$ cat src/rtl/drsr_pkg.sv
// Shared constants, types and helpers for the disc and ring span rasterizer.
package drsr_pkg;

    // Panel and band limits
    localparam int PANEL_WIDTH = 320;
    localparam int BAND_ROWS   = 16;
    localparam int CLIP_BOUND  = 16384;

    // Square-root unit: top bit of the bit-by-bit root and its step count
    localparam int ROOT_TOP    = 1 << 14;
    localparam int ROOT_STEPS  = 8;
    localparam int ROOT_W      = 16;
    localparam int ROOT_BIT_W  = 15;
    localparam int ROOT_CNT_W  = $clog2(ROOT_STEPS);
    localparam int HALF_W      = 8;

    // Command queue between front and back
    localparam int QDEPTH      = 2;
    localparam int QPTR_W      = (QDEPTH > 1) ? $clog2(QDEPTH) : 1;
    localparam int QCNT_W      = $clog2(QDEPTH + 1);

    // Field widths
    localparam int CRD_W       = 16;
    localparam int COORD_W     = 18;
    localparam int LEN_W       = 9;
    localparam int BH_W        = 5;
    localparam int RAD_W       = 7;
    localparam int COLOR_W     = 16;
    localparam int REG_IDX_W   = 3;
    localparam int SQ_W        = 2 * RAD_W;

    typedef logic signed [COORD_W-1:0] t_coord;

    // Configuration register indexes
    typedef enum logic [REG_IDX_W-1:0] {
        REG_BAND_LEFT   = 3'd0,
        REG_BAND_TOP    = 3'd1,
        REG_BAND_WIDTH  = 3'd2,
        REG_BAND_HEIGHT = 3'd3,
        REG_CLIP_LEFT   = 3'd4,
        REG_CLIP_TOP    = 3'd5,
        REG_CLIP_RIGHT  = 3'd6,
        REG_CLIP_BOTTOM = 3'd7
    } t_reg_idx;

    // Classified command handed from front to back
    typedef struct packed {
        logic                     ring;
        logic signed [CRD_W-1:0]  cx;
        logic signed [CRD_W-1:0]  cy;
        logic [RAD_W-1:0]         ro;
        logic [RAD_W-1:0]         ri;
        logic [COLOR_W-1:0]       color;
        t_coord                   y0;
        t_coord                   y1;
        t_coord                   xl;
        t_coord                   xr;
    } t_job;

    // One output span
    typedef struct packed {
        logic signed [CRD_W-1:0]  row;
        logic signed [CRD_W-1:0]  start;
        logic [LEN_W-1:0]         length;
        logic [COLOR_W-1:0]       color;
        logic                     last;
    } t_span;

    // Status of the square-root unit
    typedef struct packed {
        logic              busy;
        logic              done;
        logic [HALF_W-1:0] half;
    } t_root_stat;

    function automatic t_coord smax(input t_coord a, input t_coord b);
        return (a > b) ? a : b;
    endfunction

    function automatic t_coord smin(input t_coord a, input t_coord b);
        return (a < b) ? a : b;
    endfunction

endpackage

$ cat src/rtl/drsr_ifs.sv
// Channel interfaces: command input, span output and configuration writes.
interface drsr_cmd_if import drsr_pkg::*; ();
    logic                    valid;
    logic                    ready;
    logic                    cmd;
    logic signed [CRD_W-1:0] centre_x;
    logic signed [CRD_W-1:0] centre_y;
    logic [RAD_W-1:0]        outer_radius;
    logic [RAD_W-1:0]        inner_radius;
    logic [COLOR_W-1:0]      fill_color;

    modport source (output valid, cmd, centre_x, centre_y, outer_radius, inner_radius,
                    fill_color, input ready);
    modport sink   (input valid, cmd, centre_x, centre_y, outer_radius, inner_radius,
                    fill_color, output ready);
endinterface

interface drsr_span_if import drsr_pkg::*; ();
    logic                    valid;
    logic                    ready;
    logic signed [CRD_W-1:0] span_row;
    logic signed [CRD_W-1:0] span_start;
    logic [LEN_W-1:0]        span_length;
    logic [COLOR_W-1:0]      span_color;
    logic                    last_span;

    modport source (output valid, span_row, span_start, span_length, span_color, last_span,
                    input ready);
    modport sink   (input valid, span_row, span_start, span_length, span_color, last_span,
                    output ready);
endinterface

interface drsr_cfg_if import drsr_pkg::*; ();
    logic                 valid;
    logic                 ready;
    logic [REG_IDX_W-1:0] index;
    logic [CRD_W-1:0]     data;

    modport source (output valid, index, data, input ready);
    modport sink   (input valid, index, data, output ready);
endinterface

$ cat src/rtl/disc_ring_span_rasterizer.sv
// Top level of the disc and ring span rasterizer.
// Usage:
//   i_cmd  : one transaction per disc or ring command (centre, radii, colour).
//   o_span : clipped, non-empty spans of the current band, top row first, left
//            span first; last_span marks the final span of a command. A command
//            that covers nothing gives no transaction at all.
//   i_cfg  : band window and clip rectangle registers, written by index; ready
//            is always high. Write only while the block is idle.
// Per row: each covered row takes one root from the shared 8-step square-root
//   unit, or two on a ring row that crosses the hole, and then one span step
//   per side span. Every span is held until the next one, or the end of the
//   command, shows whether it is the last.
//   A two-entry queue lets the front take new commands while the engine works.
// Reset: synchronous, active low; registers return to an open clip rectangle
//   and a 320 by 16 band at the origin, queue and engine empty.
// Stall: when o_span.ready is low the span engine holds, the queue fills and
//   i_cmd.ready drops; nothing is lost or repeated.
module disc_ring_span_rasterizer import drsr_pkg::*; (
    input  logic        i_clk,
    input  logic        i_rst_n,
    drsr_cmd_if.sink    i_cmd,
    drsr_cfg_if.sink    i_cfg,
    drsr_span_if.source o_span
);

    logic front_valid, front_ready, back_valid, back_ready;
    t_job front_job, back_job;

    drsr_front u_front (
        .i_clk       (i_clk),
        .i_rst_n     (i_rst_n),
        .i_cmd       (i_cmd),
        .i_cfg       (i_cfg),
        .o_job_valid (front_valid),
        .o_job       (front_job),
        .i_job_ready (front_ready)
    );

    drsr_fifo u_fifo (
        .i_clk        (i_clk),
        .i_rst_n      (i_rst_n),
        .i_push_valid (front_valid),
        .i_push_data  (front_job),
        .o_push_ready (front_ready),
        .o_pop_valid  (back_valid),
        .o_pop_data   (back_job),
        .i_pop_ready  (back_ready)
    );

    drsr_back u_back (
        .i_clk       (i_clk),
        .i_rst_n     (i_rst_n),
        .i_job_valid (back_valid),
        .i_job       (back_job),
        .o_job_ready (back_ready),
        .o_span      (o_span)
    );

endmodule

$ cat src/rtl/drsr_front.sv
// Front end: configuration registers, command intake and row/column window setup.
module drsr_front import drsr_pkg::*; (
    input  logic       i_clk,
    input  logic       i_rst_n,
    drsr_cmd_if.sink   i_cmd,
    drsr_cfg_if.sink   i_cfg,
    output logic       o_job_valid,
    output t_job       o_job,
    input  logic       i_job_ready
);

    logic signed [CRD_W-1:0] r_band_left, r_band_top;
    logic [LEN_W-1:0]        r_band_width;
    logic [BH_W-1:0]         r_band_height;
    logic signed [CRD_W-1:0] r_clip_left, r_clip_top, r_clip_right, r_clip_bottom;

    t_job   r_job;
    logic   r_job_valid;

    logic [LEN_W-1:0] bw;
    logic [BH_W-1:0]  bh;
    t_coord           cy, ro, y_lo, y_hi, x_lo, x_hi;
    logic             keep, accept, push;
    t_job             job_in;

    // Configuration writes, always accepted
    assign i_cfg.ready = 1'b1;

    always_ff @(posedge i_clk) begin
        if (!i_rst_n) begin
            r_band_left   <= '0;
            r_band_top    <= '0;
            r_band_width  <= LEN_W'(PANEL_WIDTH);
            r_band_height <= BH_W'(BAND_ROWS);
            r_clip_left   <= CRD_W'(-CLIP_BOUND);
            r_clip_top    <= CRD_W'(-CLIP_BOUND);
            r_clip_right  <= CRD_W'(CLIP_BOUND);
            r_clip_bottom <= CRD_W'(CLIP_BOUND);
        end else if (i_cfg.valid) begin
            unique case (t_reg_idx'(i_cfg.index))
                REG_BAND_LEFT:   r_band_left   <= i_cfg.data;
                REG_BAND_TOP:    r_band_top    <= i_cfg.data;
                REG_BAND_WIDTH:  r_band_width  <= i_cfg.data[LEN_W-1:0];
                REG_BAND_HEIGHT: r_band_height <= i_cfg.data[BH_W-1:0];
                REG_CLIP_LEFT:   r_clip_left   <= i_cfg.data;
                REG_CLIP_TOP:    r_clip_top    <= i_cfg.data;
                REG_CLIP_RIGHT:  r_clip_right  <= i_cfg.data;
                REG_CLIP_BOTTOM: r_clip_bottom <= i_cfg.data;
                default: ;
            endcase
        end
    end

    // Row range and column window of the command
    always_comb begin
        bw = (int'(r_band_width) > PANEL_WIDTH) ? LEN_W'(PANEL_WIDTH) : r_band_width;
        bh = (int'(r_band_height) > BAND_ROWS) ? BH_W'(BAND_ROWS) : r_band_height;
        cy = t_coord'(i_cmd.centre_y);
        ro = t_coord'({{(COORD_W-RAD_W){1'b0}}, i_cmd.outer_radius});
        y_lo = smax(smax(t_coord'(cy - ro), t_coord'(r_band_top)), t_coord'(r_clip_top));
        y_hi = smin(smin(t_coord'(cy + ro + t_coord'(1)),
                         t_coord'(t_coord'(r_band_top) +
                                  t_coord'({{(COORD_W-BH_W){1'b0}}, bh}))),
                    t_coord'(r_clip_bottom));
        x_lo = smax(t_coord'(r_band_left), t_coord'(r_clip_left));
        x_hi = smin(t_coord'(t_coord'(r_band_left) +
                             t_coord'({{(COORD_W-LEN_W){1'b0}}, bw})),
                    t_coord'(r_clip_right));
        keep = (y_hi > y_lo) && (x_hi > x_lo);

        job_in.ring  = i_cmd.cmd;
        job_in.cx    = i_cmd.centre_x;
        job_in.cy    = i_cmd.centre_y;
        job_in.ro    = i_cmd.outer_radius;
        job_in.ri    = i_cmd.inner_radius;
        job_in.color = i_cmd.fill_color;
        job_in.y0    = y_lo;
        job_in.y1    = y_hi;
        job_in.xl    = x_lo;
        job_in.xr    = x_hi;
    end

    // Staging register; commands that cover nothing are dropped here
    assign push        = r_job_valid && i_job_ready;
    assign i_cmd.ready = !r_job_valid || i_job_ready;
    assign accept      = i_cmd.valid && i_cmd.ready;

    always_ff @(posedge i_clk) begin
        if (!i_rst_n) begin
            r_job_valid <= 1'b0;
        end else begin
            if (push)
                r_job_valid <= 1'b0;
            if (accept && keep)
                r_job_valid <= 1'b1;
        end
    end

    always_ff @(posedge i_clk) begin
        if (accept && keep)
            r_job <= job_in;
    end

    assign o_job_valid = r_job_valid;
    assign o_job       = r_job;

endmodule

$ cat src/rtl/drsr_fifo.sv
// Short command queue between the front end and the span engine.
module drsr_fifo import drsr_pkg::*; (
    input  logic i_clk,
    input  logic i_rst_n,
    input  logic i_push_valid,
    input  t_job i_push_data,
    output logic o_push_ready,
    output logic o_pop_valid,
    output t_job o_pop_data,
    input  logic i_pop_ready
);

    t_job              r_mem [QDEPTH];
    logic [QPTR_W-1:0] r_wr, r_rd;
    logic [QCNT_W-1:0] r_count;
    logic              push, pop;

    assign o_push_ready = (r_count != QCNT_W'(QDEPTH));
    assign o_pop_valid  = (r_count != '0);
    assign push         = i_push_valid && o_push_ready;
    assign pop          = o_pop_valid && i_pop_ready;
    assign o_pop_data   = r_mem[r_rd];

    // Pointers and fill count
    always_ff @(posedge i_clk) begin
        if (!i_rst_n) begin
            r_wr    <= '0;
            r_rd    <= '0;
            r_count <= '0;
        end else begin
            if (push)
                r_wr <= (r_wr == QPTR_W'(QDEPTH - 1)) ? '0 : QPTR_W'(r_wr + 1'b1);
            if (pop)
                r_rd <= (r_rd == QPTR_W'(QDEPTH - 1)) ? '0 : QPTR_W'(r_rd + 1'b1);
            if (push && !pop)
                r_count <= QCNT_W'(r_count + 1'b1);
            else if (pop && !push)
                r_count <= QCNT_W'(r_count - 1'b1);
        end
    end

    // Entry storage
    always_ff @(posedge i_clk) begin
        if (push)
            r_mem[r_wr] <= i_push_data;
    end

endmodule

$ cat src/rtl/drsr_root.sv
// Bit-by-bit integer square root, two bits of radicand per cycle, rounded half output.
module drsr_root import drsr_pkg::*; (
    input  logic              i_clk,
    input  logic              i_rst_n,
    input  logic              i_start,
    input  logic [ROOT_W-1:0] i_value,
    output t_root_stat        o_stat
);

    logic [ROOT_W-1:0]     r_v, r_r;
    logic [ROOT_BIT_W-1:0] r_bit;
    logic [ROOT_CNT_W-1:0] r_cnt;
    logic                  r_busy, r_done;

    logic [ROOT_W:0]       trial;
    logic                  take;

    assign trial = {1'b0, r_r} + {2'b0, r_bit};
    assign take  = ({1'b0, r_v} >= trial);

    // Control
    always_ff @(posedge i_clk) begin
        if (!i_rst_n) begin
            r_busy <= 1'b0;
            r_done <= 1'b0;
            r_cnt  <= '0;
        end else begin
            r_done <= 1'b0;
            if (i_start) begin
                r_busy <= 1'b1;
                r_cnt  <= '0;
            end else if (r_busy) begin
                r_cnt <= ROOT_CNT_W'(r_cnt + 1'b1);
                if (r_cnt == ROOT_CNT_W'(ROOT_STEPS - 1)) begin
                    r_busy <= 1'b0;
                    r_done <= 1'b1;
                end
            end
        end
    end

    // One root step per cycle
    always_ff @(posedge i_clk) begin
        if (i_start) begin
            r_v   <= i_value;
            r_r   <= '0;
            r_bit <= ROOT_BIT_W'(ROOT_TOP);
        end else if (r_busy) begin
            if (take) begin
                r_v <= ROOT_W'(r_v - trial[ROOT_W-1:0]);
                r_r <= ROOT_W'((r_r >> 1) + {1'b0, r_bit});
            end else begin
                r_r <= r_r >> 1;
            end
            r_bit <= r_bit >> 2;
        end
    end

    assign o_stat.busy = r_busy;
    assign o_stat.done = r_done;
    assign o_stat.half = HALF_W'(({1'b0, r_r} + 1'b1) >> 1);

endmodule

$ cat src/rtl/drsr_back.sv
// Span engine: walks the rows of a command, takes chord roots, clips and emits spans.
module drsr_back import drsr_pkg::*; (
    input  logic        i_clk,
    input  logic        i_rst_n,
    input  logic        i_job_valid,
    input  t_job        i_job,
    output logic        o_job_ready,
    drsr_span_if.source o_span
);

    typedef enum logic [4:0] {
        S_IDLE  = 5'b00001,
        S_SQ    = 5'b00010,
        S_ROOT  = 5'b00100,
        S_SPAN  = 5'b01000,
        S_FLUSH = 5'b10000
    } t_state;

    t_state            r_state;
    t_job              r_job;
    t_coord            r_yy;
    logic              r_inner, r_ring_row, r_side;
    logic [HALF_W-1:0] r_ho, r_hi;
    t_span             r_pend, r_out;
    logic              r_pend_valid, r_out_valid;

    t_root_stat        root_stat;
    logic              root_start;
    logic [ROOT_W-1:0] root_value;

    t_coord            dy, cx, hoe, hie, sx, ex, x0, x1;
    logic [RAD_W-1:0]  ady, rad;
    logic [SQ_W-1:0]   sq_diff;
    logic              hit, out_free, can_go, row_done, more_rows;
    t_span             span_new;
    logic              n_out_load;
    t_span             n_out;

    // Row offset and squares for the chord
    always_comb begin
        dy         = t_coord'(r_yy - t_coord'(r_job.cy));
        ady        = dy[COORD_W-1] ? RAD_W'(-dy) : RAD_W'(dy);
        rad        = r_inner ? r_job.ri : r_job.ro;
        sq_diff    = SQ_W'(rad * rad) - SQ_W'(ady * ady);
        root_value = {sq_diff, 2'b00};
        root_start = (r_state == S_SQ);
    end

    drsr_root u_root (
        .i_clk   (i_clk),
        .i_rst_n (i_rst_n),
        .i_start (root_start),
        .i_value (root_value),
        .o_stat  (root_stat)
    );

    // Span edges and clipping
    always_comb begin
        cx  = t_coord'(r_job.cx);
        hoe = t_coord'({{(COORD_W-HALF_W){1'b0}}, r_ho});
        hie = t_coord'({{(COORD_W-HALF_W){1'b0}}, r_hi});
        sx  = r_side ? t_coord'(cx + hie + t_coord'(1)) : t_coord'(cx - hoe);
        ex  = (r_side || !r_ring_row) ? t_coord'(cx + hoe + t_coord'(1))
                                      : t_coord'(cx - hie);
        x0  = smax(sx, r_job.xl);
        x1  = smin(ex, r_job.xr);
        hit = (x1 > x0);

        span_new.row    = r_yy[CRD_W-1:0];
        span_new.start  = x0[CRD_W-1:0];
        span_new.length = LEN_W'(x1 - x0);
        span_new.color  = r_job.color;
        span_new.last   = 1'b0;

        out_free  = !r_out_valid || o_span.ready;
        can_go    = !hit || !r_pend_valid || out_free;
        row_done  = r_side || !r_ring_row;
        more_rows = (t_coord'(r_yy + t_coord'(1)) < r_job.y1);
    end

    // Output register load: pending span moves out when a newer one arrives or at the end
    always_comb begin
        n_out_load = 1'b0;
        n_out      = r_pend;
        if (r_state == S_SPAN && hit && r_pend_valid && out_free) begin
            n_out_load = 1'b1;
        end else if (r_state == S_FLUSH && r_pend_valid && out_free) begin
            n_out_load = 1'b1;
            n_out.last = 1'b1;
        end
    end

    assign o_job_ready = (r_state == S_IDLE);

    // Sequencer
    always_ff @(posedge i_clk) begin
        if (!i_rst_n) begin
            r_state      <= S_IDLE;
            r_pend_valid <= 1'b0;
            r_inner      <= 1'b0;
            r_side       <= 1'b0;
        end else begin
            unique case (r_state)
                S_IDLE: begin
                    if (i_job_valid) begin
                        r_inner <= 1'b0;
                        r_side  <= 1'b0;
                        r_state <= S_SQ;
                    end
                end
                S_SQ: begin
                    r_state <= S_ROOT;
                end
                S_ROOT: begin
                    if (root_stat.done) begin
                        if (!r_inner) begin
                            if (r_job.ring && ady <= r_job.ri) begin
                                r_inner <= 1'b1;
                                r_state <= S_SQ;
                            end else begin
                                r_state <= S_SPAN;
                            end
                        end else begin
                            r_state <= S_SPAN;
                        end
                    end
                end
                S_SPAN: begin
                    if (can_go) begin
                        if (hit)
                            r_pend_valid <= 1'b1;
                        if (row_done) begin
                            r_side  <= 1'b0;
                            r_inner <= 1'b0;
                            r_state <= more_rows ? S_SQ : S_FLUSH;
                        end else begin
                            r_side <= 1'b1;
                        end
                    end
                end
                S_FLUSH: begin
                    if (!r_pend_valid) begin
                        r_state <= S_IDLE;
                    end else if (out_free) begin
                        r_pend_valid <= 1'b0;
                        r_state      <= S_IDLE;
                    end
                end
                default: r_state <= S_IDLE;
            endcase
        end
    end

    // Datapath registers
    always_ff @(posedge i_clk) begin
        if (r_state == S_IDLE && i_job_valid) begin
            r_job <= i_job;
            r_yy  <= i_job.y0;
        end
        if (r_state == S_ROOT && root_stat.done) begin
            if (!r_inner) begin
                r_ho       <= root_stat.half;
                r_ring_row <= r_job.ring && (ady <= r_job.ri);
            end else begin
                r_hi <= root_stat.half;
            end
        end
        if (r_state == S_SPAN && can_go) begin
            if (hit)
                r_pend <= span_new;
            if (row_done && more_rows)
                r_yy <= t_coord'(r_yy + t_coord'(1));
        end
    end

    // Output register
    always_ff @(posedge i_clk) begin
        if (!i_rst_n) begin
            r_out_valid <= 1'b0;
        end else if (n_out_load) begin
            r_out_valid <= 1'b1;
        end else if (o_span.ready) begin
            r_out_valid <= 1'b0;
        end
    end

    always_ff @(posedge i_clk) begin
        if (n_out_load)
            r_out <= n_out;
    end

    assign o_span.valid       = r_out_valid;
    assign o_span.span_row    = r_out.row;
    assign o_span.span_start  = r_out.start;
    assign o_span.span_length = r_out.length;
    assign o_span.span_color  = r_out.color;
    assign o_span.last_span   = r_out.last;

    // Checks
    a_idle_no_pend: assert property (@(posedge i_clk) disable iff (!i_rst_n)
        (r_state == S_IDLE) |-> !r_pend_valid)
        else $error("pending span left over between commands");

    a_row_in_range: assert property (@(posedge i_clk) disable iff (!i_rst_n)
        (r_state == S_SQ) |-> (r_yy >= r_job.y0 && r_yy < r_job.y1))
        else $error("row walked outside its window");

    a_root_free: assert property (@(posedge i_clk) disable iff (!i_rst_n)
        root_start |-> !root_stat.busy)
        else $error("root unit restarted while busy");

    a_root_done_wait: assert property (@(posedge i_clk) disable iff (!i_rst_n)
        root_stat.done |-> (r_state == S_ROOT))
        else $error("root result arrived with nobody waiting");

    a_out_nonempty: assert property (@(posedge i_clk) disable iff (!i_rst_n)
        r_out_valid |-> (r_out.length != '0))
        else $error("empty span presented");

endmodule

$ cat src/flat_wrapper.sv
// flat-port wrapper written by rule: the top's interface ports become plain ports
module disc_ring_span_rasterizer_flat import drsr_pkg::*;
  (i_clk, i_rst_n, i_cmd_valid, i_cmd_cmd, i_cmd_centre_x, i_cmd_centre_y, i_cmd_outer_radius, i_cmd_inner_radius, i_cmd_fill_color, i_cmd_ready, i_cfg_valid, i_cfg_index, i_cfg_data, i_cfg_ready, o_span_valid, o_span_span_row, o_span_span_start, o_span_span_length, o_span_span_color, o_span_last_span, o_span_ready);
  drsr_cmd_if i_cmd_i ();
  drsr_cfg_if i_cfg_i ();
  drsr_span_if o_span_i ();
  input  logic i_clk;
  input  logic i_rst_n;
  input wire logic [$bits(i_cmd_i.valid)-1:0] i_cmd_valid;
  input wire logic [$bits(i_cmd_i.cmd)-1:0] i_cmd_cmd;
  input wire logic [$bits(i_cmd_i.centre_x)-1:0] i_cmd_centre_x;
  input wire logic [$bits(i_cmd_i.centre_y)-1:0] i_cmd_centre_y;
  input wire logic [$bits(i_cmd_i.outer_radius)-1:0] i_cmd_outer_radius;
  input wire logic [$bits(i_cmd_i.inner_radius)-1:0] i_cmd_inner_radius;
  input wire logic [$bits(i_cmd_i.fill_color)-1:0] i_cmd_fill_color;
  output wire logic [$bits(i_cmd_i.ready)-1:0] i_cmd_ready;
  input wire logic [$bits(i_cfg_i.valid)-1:0] i_cfg_valid;
  input wire logic [$bits(i_cfg_i.index)-1:0] i_cfg_index;
  input wire logic [$bits(i_cfg_i.data)-1:0] i_cfg_data;
  output wire logic [$bits(i_cfg_i.ready)-1:0] i_cfg_ready;
  output wire logic [$bits(o_span_i.valid)-1:0] o_span_valid;
  output wire logic [$bits(o_span_i.span_row)-1:0] o_span_span_row;
  output wire logic [$bits(o_span_i.span_start)-1:0] o_span_span_start;
  output wire logic [$bits(o_span_i.span_length)-1:0] o_span_span_length;
  output wire logic [$bits(o_span_i.span_color)-1:0] o_span_span_color;
  output wire logic [$bits(o_span_i.last_span)-1:0] o_span_last_span;
  input wire logic [$bits(o_span_i.ready)-1:0] o_span_ready;
  assign i_cmd_i.valid = i_cmd_valid;
  assign i_cmd_i.cmd = i_cmd_cmd;
  assign i_cmd_i.centre_x = i_cmd_centre_x;
  assign i_cmd_i.centre_y = i_cmd_centre_y;
  assign i_cmd_i.outer_radius = i_cmd_outer_radius;
  assign i_cmd_i.inner_radius = i_cmd_inner_radius;
  assign i_cmd_i.fill_color = i_cmd_fill_color;
  assign i_cmd_ready = i_cmd_i.ready;
  assign i_cfg_i.valid = i_cfg_valid;
  assign i_cfg_i.index = i_cfg_index;
  assign i_cfg_i.data = i_cfg_data;
  assign i_cfg_ready = i_cfg_i.ready;
  assign o_span_valid = o_span_i.valid;
  assign o_span_span_row = o_span_i.span_row;
  assign o_span_span_start = o_span_i.span_start;
  assign o_span_span_length = o_span_i.span_length;
  assign o_span_span_color = o_span_i.span_color;
  assign o_span_last_span = o_span_i.last_span;
  assign o_span_i.ready = o_span_ready;
  disc_ring_span_rasterizer u_core (.i_clk(i_clk), .i_rst_n(i_rst_n), .i_cmd(i_cmd_i), .i_cfg(i_cfg_i), .o_span(o_span_i));
endmodule
$ cat config.mk
export PLATFORM = sky130hd
export DESIGN_NAME = disc_ring_span_rasterizer_flat
export DESIGN_NICKNAME = d
export VERILOG_FILES = /design/src/rtl/drsr_pkg.sv /design/src/rtl/drsr_ifs.sv /design/src/rtl/disc_ring_span_rasterizer.sv /design/src/rtl/drsr_front.sv /design/src/rtl/drsr_fifo.sv /design/src/rtl/drsr_root.sv /design/src/rtl/drsr_back.sv /design/src/flat_wrapper.sv
export SDC_FILE = /design/constraint.sdc
export NUM_CORES = 2
export LEC_CHECK = 0
export BUFFER_PORTS_ARGS = -buffer_cell sky130_fd_sc_hd__buf_2
export CAP_MARGIN = 20
export CORE_MARGIN = 1.5
export CORE_UTILIZATION = 57
export DETAILED_ROUTE_END_ITERATION = 10
export PLACE_DENSITY = 0.78
export SLEW_MARGIN = 20
export SYNTH_ARGS = -nofsm -noshare
export SYNTH_HDL_FRONTEND = slang
export SYNTH_SLANG_ARGS = --single-unit
$ cat constraint.sdc
create_clock -name i_clk -period 10.8 [get_ports i_clk]
set_input_delay 0.54 -clock i_clk [delete_from_list [all_inputs] [get_ports i_clk]]
set_output_delay 0.54 -clock i_clk [all_outputs]
set_load 0.01 [all_outputs]
==> results.json <==
{
  "status": "finished, final reports clean",
  "worst_clock_skew_ns": 0.0338,
  "fin_cells": 5041,
  "finalCritPeriodShare": 0.883,
  "die-width_um": 283,
  "cts_tree": "built",
  "fp-row-count": 102,
  "syn_inst": 3784,
  "netlist_area_um2": 44800,
  "rsz0062_at_grt": "false",
  "max_freq_mhz": 105,
  "cts_max_level": 3,
  "cts-root-buf": "clkbuf_16",
  "worst_r2r_endpoint": "u_core.u_front.o_job[73]$_DFFE_PP_",
  "grt_pass1_wl_mm": 157,
  "antenna_found_initial": 1,
  "grt_usage": 0.248,
  "hold_depth": 1,
  "drive_above_1_share": 0.143,
  "num_io_pins": 148,
  "setup_viol": 0,
  "crit_path_max_incr_delay_ns": 0.73,
  "wl_per_cell_um": 19.9,
  "start_kind": "flip-flop",
  "clk-insertion-delay-late_ns": 0.65,
  "dpl.hpwl_mm": 72.3,
  "num_vias": 29000,
  "mostFrequentLayoutCells": "edfxtp_1, nand2_1, ha_1",
  "required_ns": 11.12,
  "top_usage_layer": "met2",
  "reg2reg_setup_slack_ns": 1.26,
  "synth_nets": 4312,
  "hold_viol_final": 0,
  "min-delay-path-class": "in2reg",
  "ys_seq_area_frac": 0.516,
  "crit_slowest_cell": "inv_6",
  "synth_edf_count": 653,
  "cts_resized": 0,
  "relSlewSlack": 0.312,
  "clkSinkCount": 827,
  "yosys-top-cells-area": "edfxtp_1, ha_1, dfxtp_1",
  "synth-simple-area-share": 0.0902,
  "synth-seq-cells": 827,
  "crit_arrival_ns": 9.86,
  "ctsHoldBuffers": 0,
  "min-delay-start": "i_cmd_fill_color[12]",
  "num_antenna_cells": 0,
  "hold_end": "u_core.u_front.o_job[84]$_DFFE_PP_",
  "synth.area.mux_share": 0.0833,
  "yosys_most_used_dff": "edfxtp_1",
  "synthArstFlopShare": 0,
  "syn_area_per_cell_um2": 11.8,
  "synth_xor_area_frac": 0.0348,
  "core_um2": 77600,
  "initialDrtViolationCount": 2224,
  "place_congestion": 0.924,
  "synth.distinct_cells": 86,
  "dieArea_um2": 80200,
  "synthAdderAreaFrac": 0.135,
  "met3_usage": 0.0285,
  "reg2reg_depth": 35,
  "maxCapViolations": 0,
  "yosysWarningCount": 0,
  "finalSetupTns_ns": 0,
  "tightest_slew_ns": 1.03,
  "grt.met2_usage": 0.397,
  "io_buffers": 146,
  "period_minus_slack_ns": 9.54,
  "area_growth_pct": 10.5,
  "timing.rr.start": "u_core.u_front.r_band_height[4]$_SDFFE_PN1P_",
  "cp_max_fo": 97,
  "synth-compound-area-share": 0.102,
  "initial_core_util": 0.577,
  "synth_top_family_by_area": "adder cells",
  "clk_pin_slew_ns": 0.06,
  "grt_max_degree": 98,
  "dp.cells": 4884,
  "grt_pass1_vias": 28400,
  "yosysTopAreaCell": "edfxtp_1",
  "cts_buffer_depth": 3,
  "final_common_cell": "edfxtp_1",
  "die_h_um": 283,
  "critPathCaptureType": "flip-flop",
  "route.detailed.drc": 0,
  "postCtsSetupRepairBufs": 0,
  "utilization": 0.637,
  "final_nets": 4459,
  "final_max_slew_viol_count": 0,
  "drtPass1Iterations": 6,
  "vias_per_cell": 5.75,
  "grtUsageMet1": 0.351,
  "ant_nets": 0,
  "numCtsBuffers": 85,
  "drt_wl_total_mm": 100,
  "grt.overflow.total": 0,
  "synth_top_area_share": 0.438,
  "critPathKind": "reg2reg"
}
## state kept, by name, summed over array words and instances (netlist names), 9 cells and up, named ones only
| signal | count |
|---|---|
| u_core.u_back.cx | 16 |
| u_core.u_back.n_out | 57 |
| u_core.u_back.o_span.span_color | 16 |
| u_core.u_back.o_span.span_length | 9 |
| u_core.u_back.o_span.span_row | 16 |
| u_core.u_back.o_span.span_start | 16 |
| u_core.u_back.r_job | 98 |
| u_core.u_back.r_yy | 18 |
| u_core.u_back.u_root.r_r | 16 |
| u_core.u_back.u_root.r_v | 16 |
| u_core.u_fifo.r_mem | 262 |
| u_core.u_front.o_job | 131 |
| u_core.u_front.r_band_left | 16 |
| u_core.u_front.r_band_top | 16 |
| u_core.u_front.r_band_width | 9 |
| u_core.u_front.r_clip_bottom | 16 |
| u_core.u_front.r_clip_left | 16 |
| u_core.u_front.r_clip_right | 16 |
| u_core.u_front.r_clip_top | 16 |
## cell type report
| cell class | count | area (um^2) |
|---|---|---|
| Clock inverter | 52 | 569 |
| Multi-Input combinational cell | 2498 | 20000 |
| Clock buffer | 105 | 2250 |
| Tap cell | 1040 | 1300 |
| Sequential cell | 827 | 23100 |
| Inverter | 340 | 1290 |
| Timing Repair Buffer | 179 | 978 |
| Fill cell | 5920 | 28100 |
## kinds of logic (layout without fill, tap and decap cells)
| group | after synthesis | after routing |
|---|---|---|
| AND/OR/NAND/NOR | 865 | 865 |
| flip-flops | 827 | 827 |
| AO/OA/AOI/OAI | 670 | 670 |
| buffers and inverters | 459 | 676 |
| adder cells (fa/ha/maj) | 442 | 442 |
| multiplexers | 341 | 341 |
| XOR/XNOR | 178 | 178 |
| other | 2 | 2 |
## metrics by stage
step	instance area, um^2	worst slack (ns)	hold WS (ns)
2_1_floorplan	44800	0.636	0.400
3_3_place_gp	46600	1.03	0.401
3_5_place_dp	46600	0.930	0.405
4_1_cts	49400	1.24	0.0318
5_1_grt	49500	0.468	0.0382
6_report	49500	1.26	0.0629
## how the worst max path moves through the flow
stage               slack, ns                                    startpoint                                  end  cells past startpoint
finish                   1.26  u_core.u_front.r_band_height[4]$_SDFFE_PN1P_   u_core.u_front.o_job[73]$_DFFE_PP_                     35
global route             0.47                             i_cmd_centre_y[0]   u_core.u_front.o_job[97]$_DFFE_PP_                     38
detailed placement       0.93                             i_cmd_centre_y[0]  u_core.u_front.o_job[103]$_DFFE_PP_                     39
CTS                      1.24  u_core.u_front.r_band_height[4]$_SDFFE_PN1P_   u_core.u_front.o_job[97]$_DFFE_PP_                     35
floorplan                0.64                         i_cmd_outer_radius[2]    u_core.u_front.o_job[0]$_DFFE_PP_                     36
global placement         1.03                         i_cmd_outer_radius[2]  u_core.u_front.o_job[103]$_DFFE_PP_                     41
## per-layer routing
layer	up-vias	routed length [um]
met4	0	3470
met3	211	5180
met1	14000	45700
met5	-	0
met2	834	45800
li1	13900	-
## Yosys cell counts, types with 6 or more instances
cell      number
a211oi_1      32
a21boi_0     106
a21o_1        77
a21oi_1      131
a221oi_1       7
a31oi_1       22
and2_1        20
and3_1        22
and4_1        12
buf_1         12
clkbuf_1     102
dfxtp_1      174
edfxtp_1     653
fa_1          66
ha_1         375
inv_1        338
mux2_2       212
mux2_4        10
mux2i_1      119
nand2_1      387
nand2b_1      39
nand3_1       68
nand4_1       42
nor2_1       142
nor2b_1       48
nor3_1        30
nor3b_1        8
o211ai_1      35
o21a_1        33
o21ai_0       95
o21bai_1      34
o22ai_1       17
o31ai_1       15
or2_2         10
or3_1         13
or4_1          6
xnor2_1      117
xor2_1        61
## worst max-delay path: cells and delay by family (launching register included)
kind,cells,cell delay [ns]
AOI/OAI and AO/OA,16,3.41
and+or+nand+nor,9,1.91
adders and majority gates,5,1.50
buffers and inverters,2,1.17
muxes,2,0.63
DFF,1,0.35
xor gates and xnor gates,1,0.22
Power is not shown: default switching activity piles up to over one toggle a cycle in this logic, so the estimate is an artifact.
